$ cat src/tcw_pkg.sv
// Package for the text console writer: geometry constants, command and
// operation codes, payload and queue-entry types, the tab-stop table.
// No dependencies.
`default_nettype none

package tcw_pkg;

  localparam int COLUMNS   = 80;
  localparam int ROWS      = 25;
  localparam int TAB_WIDTH = 8;
  localparam int CELLS     = COLUMNS * ROWS;

  localparam int COL_W  = 7;
  localparam int ROW_W  = 5;
  localparam int POS_W  = 11;
  localparam int CELL_W = 16;

  localparam logic [1:0] CMD_PUT   = 2'd0;
  localparam logic [1:0] CMD_ERASE = 2'd1;
  localparam logic [1:0] CMD_READ  = 2'd2;

  localparam logic [7:0] CHAR_TAB   = 8'd9;
  localparam logic [7:0] CHAR_LF    = 8'd10;
  localparam logic [7:0] CHAR_CR    = 8'd13;
  localparam logic [7:0] CHAR_SPACE = 8'h20;
  localparam logic [7:0] CHAR_NUL   = 8'h00;

  localparam logic [7:0] ATTR_DEFAULT = 8'h07;
  localparam logic [CELL_W-1:0] BLANK_CELL = {ATTR_DEFAULT, CHAR_NUL};

  localparam logic [2:0] OP_NOP   = 3'd0;
  localparam logic [2:0] OP_PUT   = 3'd1;
  localparam logic [2:0] OP_TAB   = 3'd2;
  localparam logic [2:0] OP_LF    = 3'd3;
  localparam logic [2:0] OP_CR    = 3'd4;
  localparam logic [2:0] OP_ERASE = 3'd5;
  localparam logic [2:0] OP_READ  = 3'd6;

  typedef struct packed {
    logic [1:0]  cmd;
    logic [7:0]  char_code;
    logic [10:0] cell_index;
  } in_item_t;

  typedef struct packed {
    logic [7:0]  cell_char;
    logic [7:0]  cell_attr;
    logic [6:0]  cursor_col;
    logic [4:0]  cursor_row;
    logic [10:0] cursor_pos;
  } out_item_t;

  typedef struct packed {
    logic [2:0]       kind;
    logic [7:0]       char_code;
    logic [POS_W-1:0] cell_index;
  } op_t;

  typedef struct packed {
    logic valid;
    op_t  op;
  } op_req_t;

  typedef struct packed {
    logic pop;
    logic init_busy;
  } op_ctl_t;

  typedef logic [COL_W:0] tab_lut_t [2**COL_W];

  function automatic tab_lut_t tab_lut_build();
    tab_lut_t t;
    for (int i = 0; i < 2**COL_W; i++) begin
      t[i] = (COL_W+1)'(i + TAB_WIDTH - (i % TAB_WIDTH));
    end
    return t;
  endfunction

  localparam tab_lut_t TAB_LUT = tab_lut_build();

endpackage

`default_nettype wire

$ cat src/tcw_front.sv
// Front end: classifies input requests into operations and holds them in a
// two-entry queue for the back end. Depends on tcw_pkg.
`default_nettype none

module tcw_front (
  input  wire logic              clk,
  input  wire logic              rst_n,
  input  wire logic              in_push,
  output logic                   in_full,
  input  wire tcw_pkg::in_item_t in_item,
  output tcw_pkg::op_req_t       req,
  input  wire tcw_pkg::op_ctl_t  ctl
);

  tcw_pkg::op_t q_r [2];
  logic         wptr_r, wptr_nxt;
  logic         rptr_r, rptr_nxt;
  logic [1:0]   cnt_r, cnt_nxt;
  tcw_pkg::op_t op_new;
  logic         push_ok;
  logic         pop_ok;

  always_comb begin
    op_new.char_code  = in_item.char_code;
    op_new.cell_index = in_item.cell_index;
    case (in_item.cmd)
      tcw_pkg::CMD_PUT: begin
        if (in_item.char_code == tcw_pkg::CHAR_TAB) begin
          op_new.kind = tcw_pkg::OP_TAB;
        end else if (in_item.char_code == tcw_pkg::CHAR_LF) begin
          op_new.kind = tcw_pkg::OP_LF;
        end else if (in_item.char_code == tcw_pkg::CHAR_CR) begin
          op_new.kind = tcw_pkg::OP_CR;
        end else begin
          op_new.kind = tcw_pkg::OP_PUT;
        end
      end
      tcw_pkg::CMD_ERASE: op_new.kind = tcw_pkg::OP_ERASE;
      tcw_pkg::CMD_READ: begin
        if (in_item.cell_index < tcw_pkg::POS_W'(tcw_pkg::CELLS)) begin
          op_new.kind = tcw_pkg::OP_READ;
        end else begin
          op_new.kind = tcw_pkg::OP_NOP;
        end
      end
      default: op_new.kind = tcw_pkg::OP_NOP;
    endcase
  end

  assign in_full   = (cnt_r == 2'd2) || ctl.init_busy;
  assign push_ok   = in_push && !in_full;
  assign pop_ok    = ctl.pop && (cnt_r != 2'd0);
  assign req.valid = (cnt_r != 2'd0);
  assign req.op    = q_r[rptr_r];

  always_comb begin
    wptr_nxt = push_ok ? ~wptr_r : wptr_r;
    rptr_nxt = pop_ok ? ~rptr_r : rptr_r;
    cnt_nxt  = cnt_r + 2'(push_ok) - 2'(pop_ok);
  end

  always_ff @(posedge clk) begin
    if (!rst_n) begin
      wptr_r <= 1'b0;
      rptr_r <= 1'b0;
      cnt_r  <= 2'd0;
    end else begin
      wptr_r <= wptr_nxt;
      rptr_r <= rptr_nxt;
      cnt_r  <= cnt_nxt;
    end
  end

  always_ff @(posedge clk) begin
    if (push_ok) begin
      q_r[wptr_r] <= op_new;
    end
  end

endmodule

`default_nettype wire

$ cat config.mk
export PLATFORM = sky130hd
export DESIGN_NAME = tcw_front
export DESIGN_NICKNAME = d
export VERILOG_FILES = /design/src/tcw_pkg.sv /design/src/tcw_front.sv
export SDC_FILE = /design/constraint.sdc
export NUM_CORES = 1
export LEC_CHECK = 0
export ABC_CLOCK_PERIOD_IN_PS = 4900
export BUFFER_PORTS_ARGS = -buffer_cell sky130_fd_sc_hd__buf_4
export CELL_PAD_IN_SITES_DETAIL_PLACEMENT = 1
export CELL_PAD_IN_SITES_GLOBAL_PLACEMENT = 1
export CORE_MARGIN = 3
export CORE_UTILIZATION = 46
export DETAILED_ROUTE_END_ITERATION = 12
export PLACE_DENSITY = 0.94
export SLEW_MARGIN = 5
export SYNTH_ARGS = -nofsm -noshare
export SYNTH_HDL_FRONTEND = slang
export SYNTH_SLANG_ARGS = --single-unit
$ cat constraint.sdc
create_clock -name clk -period 4.9 [get_ports clk]
set_input_delay 0.98 -clock clk [delete_from_list [all_inputs] [get_ports clk]]
set_output_delay 0.98 -clock clk [all_outputs]
set_load 0.005 [all_outputs]
# Yosys cells after proc, flatten, opt, wreduce, memory -nomap -nowiden
# Memory sizes are Yosys's and may differ from the RTL's. A register that Yosys moved wholly into a read port is not among the register bits.
# Cells that the tools add are included.
# Widths: inputs -> output; s select.
[totals]
ram_bits = 44
ff_bits = 4
out_inout_bits = 24
in_bits = 26
n_memories = 1
[classes]
bitwise_logic = 2
n_lt_le_gt_ge = 1
addsub = 2
eq_ne = 6
mux = 9
n_reduce_logical = 6
[memory_table]
columns = ["name", "words", "word_bits", "read_ports", "rd_clocked_by_memory_dff", "wr", "line", "source"]
rows = [
  ["q_r", 2, 22, 1, 1, 1, "tcw_front.sv:15", "tcw_pkg::op_t q_r [2];"],
]
[ops]
columns = ["cell", "count"]
rows = [
  ["$eq 8x4->1 const B", 3],
  ["$mux 3", 4],
  ["$lt 11x11->1 const B", 1],
  ["$pmux 3 s3", 1],
  ["$eq 2x2->1 const B", 2],
  ["$mux 1", 4],
  ["$add 2x1->2", 1],
  ["$eq 2x1->1 const B", 1],
  ["$logic_and 1x1->1", 2],
  ["$logic_not 2->1", 1],
  ["$not 1->1", 2],
  ["$reduce_bool 2->1", 1],
  ["$sub 2x1->2", 1],
  ["$logic_not 1->1", 1],
  ["$logic_or 1x1->1", 1],
]

# Depth between registers and ports, before layout
[logic_depth]
depth_word = 6
depth_mapped = 9
depth_no_buf = 8

# Worst setup path before layout
# No wires, ideal clock.
[synth_path]
path_type = "input port to flip-flop"
startpoint = "in ctl[0] in the netlist's numbering"
endpoint = "mem q_r[0][0] in the netlist's numbering, enable pin"
slack_ps = 2069
required_time_ps = 4499
arrival_ps = 2430
setup_ps = 401
path_buffers = 1
stages = 3
cell_sequence = "or3b_1 buf_2 nor2_1"
[synth_via]
elab_chain_cells = 5
[synth_lines]
columns = ["item", "line", "source"]
rows = [
  ["start: declaration", "tcw_front.sv:12", "input wire tcw_pkg::op_ctl_t ctl"],
  ["$logic_or 1x1->1", "tcw_front.sv:50", "assign in_full = (cnt_r == 2'd2) || ctl.init_busy;"],
  ["$logic_not 1->1", "tcw_front.sv:51", "assign push_ok = in_push && !in_full;"],
  ["$logic_and 1x1->1", "tcw_front.sv:51", ""],
  ["$mux 1", "tcw_front.sv:75", "if (push_ok) begin"],
  ["$mux 1 (not written as such)", "tcw_front.sv:76", "q_r[wptr_r] <= op_new;"],
  ["end: declaration", "tcw_front.sv:15", ""],
]
# No other way between the ends.

==> flow_summary.toml <==
[place]
numPortBuffers = 49
finalWeightedCongestion = 0.758
pre_cts_ws_ps = 1970
dp_hpwl_um = 2980

[floorplan]
core.rowCount = 22
die_y_um = 70.9
dieArea_um2 = 5030
core_area_um2 = 3850
ios = 50
die_w_um = 70.9
start_util_pct = 50.3

[finish]
ff_latch_area_um2 = 1420
antennaDiodeCount = 0
nets = 194
fill_cells = 366
multi_input_area_um2 = 490
syn_to_final_growth_pct = 27.1
drive_gt1_share_pct = 49.7

[yosys]
syn_area_um2 = 1940
ys_ff_latch = 49
synthFlopType = "edfxtp_1"
synth_cells = 113
synth-edff-count = 44
syn_nets = 141
yosysSeqAreaShare_pct = 73.4
ys_types = 29
syn_avg_cell_area_um2 = 17.1
async_flop_share_pct = 0
synth_warnings = 0

[power]
p_int_uw = 826
power_density_nw_per_um2 = 446
leakage_nw = 0.937
peakVddDrop_mv = 0.283
power.switching_uw = 270
switching_share_pct = 24.6
combPwrFrac_pct = 25.0
p_clk_share_pct = 25.2
seq_power_share_pct = 49.9

[critical_path]
r2r-end = "q_r[1][0]"
crit_chain = "mux2_2 > buf_4"
slowest_delay_ps = 950
worst_setup_path_start_kind = "flop"
crit_arrival_ps = 1810
critPathSlowestCell = "dfxtp_1"
cp.required_ps = 3920
crit_path_end_kind = "output port"
cp_max_fo = 22
worst_r2r_path_depth = 3
ff2ff_setup_slack_ps = 2630
r2r-start = "cnt_r[1]"
worstSetupPathType = "flop to output port"

[min_path]
holdPathStages = 2
hp-start = "wptr_r"
whs_endpoint = "wptr_r"
hold_class = "flop to flop"

[detailed_routing]
drcViolationCount = 0
first_pass_iters = 4
vias = 1130
avgRoutedWirePerCell_um = 18.4
ant_nets = 0
drt-total-wl_um = 3950
drtIter0Drc = 94
vias_per_cell = 5.26

[timing]
skew_ps = 14.9
fmax_mhz = 358
slew_headroom_pct = 23.2
setup_viol = 0
worstMarginPinSlew_ps = 1150
setup_tns_ps = 0
fin_ws_ps = 2110
period_share_pct = 57.0
rsz0062_at_grt = "no"
drv_slew = 0
final-hold-violation-count = 0
min_period_ps = 2790

[cts]
numCtsBuffers = 5
cts_max_level = 2
cts_tree = "done"
root_buffer = "clkbuf_8"
ctsLongestPathBuffers = 2
cts_resized = 0
cts.sinks = 49
hold_buffers = 0
clk_latency_ps = 300
postCtsSetupBuffers = 0
path_clk_slew_ps = 90

[grt]
grt_pass1_vias = 1244
grt_remaining_overflow = 0
grt_antenna_before_repair = 0
grt_max_degree = 23
grt_pass1_wl_um = 6480
grtUsageTotal_pct = 17.1

[flow_run]
maxCapViolations = 0

[run_status]
status = "finished clean"
==> layout by cell type (no fill, tap or decap), types with 2 or more instances in the layout <==
cell	count
buf_4	49
clkbuf_8	5
dfxtp_1	5
edfxtp_1	44
ha_1	2
inv_1	4
mux2_2	22
nand2_1	2
nor2_1	6
nor2_2	2
or2_2	2
xnor2_1	2
==> registers in the layout, indices dropped and copies added, names as in the netlist, named ones only <==
register  flops
q_r          44
cnt_r         2
wptr_r        1
rptr_r        1
==> how the worst max path moves through the flow <==
stage                start        end
floorplan           ctl[0]  q_r[0][0]
global placement    ctl[0]  q_r[1][3]
detailed placement  ctl[0]  q_r[1][3]
CTS                   flop    req[13]
global route          flop    req[14]
finish                flop    req[13]
==> worst max-delay path: cells and delay by family, from the launching register on <==
family | cells | cell delay [ps]
flip-flops | 1 | 950
buffers and inverters | 1 | 140
multiplexers | 1 | 430
==> power groups by stage <==
stage          Clock, mW  Combinational (mW)  Sequential, mW
5_1_grt            0.300               0.298           0.555
3_3_place_gp           0               0.265           0.555
2_1_floorplan          0               0.163           0.528
3_5_place_dp           0               0.279           0.558
6_report           0.276               0.274           0.547
4_1_cts            0.279               0.280           0.549
==> area by class of cell <==
cell class / count / area share (%)
flip-flops and latches: 49 / 57.8
multi-input cells: 57 / 19.9
repair buffers: 49 / 14.9
clock buffers: 6 / 2.95
well taps: 48 / 2.44
clock inverters: 2 / 1.37
inverters: 4 / 0.610
==> through the flow <==
stage	instance area [um2]	hold slack [ps]	std cells	utilization, %	total power, mW
finish	2460	507	215	63.9	1.10
global route	2460	545	215	63.9	1.15
CTS	2460	511	215	63.9	1.11
detailed placement	2350	497	207	61.1	0.837
global placement	2350	478	207	61.1	0.820
floorplan	1940	451	113	-	0.691
==> per-layer routing <==
layer  global-route usage [%]  wire length (um)  part of all wire [%]  vias to the layer above
met5                        0                 0                     0                        -
met4                     5.01                61                   1.5                        0
met3                     4.69               239                   6.1                        7
met2                     31.4              2150                    54                       44
met1                     19.4              1500                    38                      552
li1                         -                 -                     -                      527
==> cells by family (layout without fill, tap and decap cells) <==
| group | count (synthesis) | after routing | synth area share [%] |
|---|---|---|---|
| AO/OA/AOI/OAI | 6 | 6 | 2.33 |
| XOR/XNOR | 3 | 3 | 1.36 |
| adder cells (fa/ha/maj) | 2 | 2 | 1.29 |
| buffers and inverters | 7 | 61 | 1.55 |
| flip-flops | 49 | 49 | 73.4 |
| multiplexers | 23 | 23 | 13.3 |
| AND/OR/NAND/NOR | 23 | 23 | 6.78 |
==> synthesized netlist by cell type (2+ instances only) <==
master	instances	area [um2]
inv_1	4	15.0
mux2_2	22	248
nor2_1	8	30.0
buf_2	3	15.0
nand2_1	2	7.51
edfxtp_1	44	1320
ha_1	2	25.0
or2_2	2	12.5
xnor2_1	2	17.5
dfxtp_1	5	100
No activity file was read; power rests on OpenSTA's default activity.
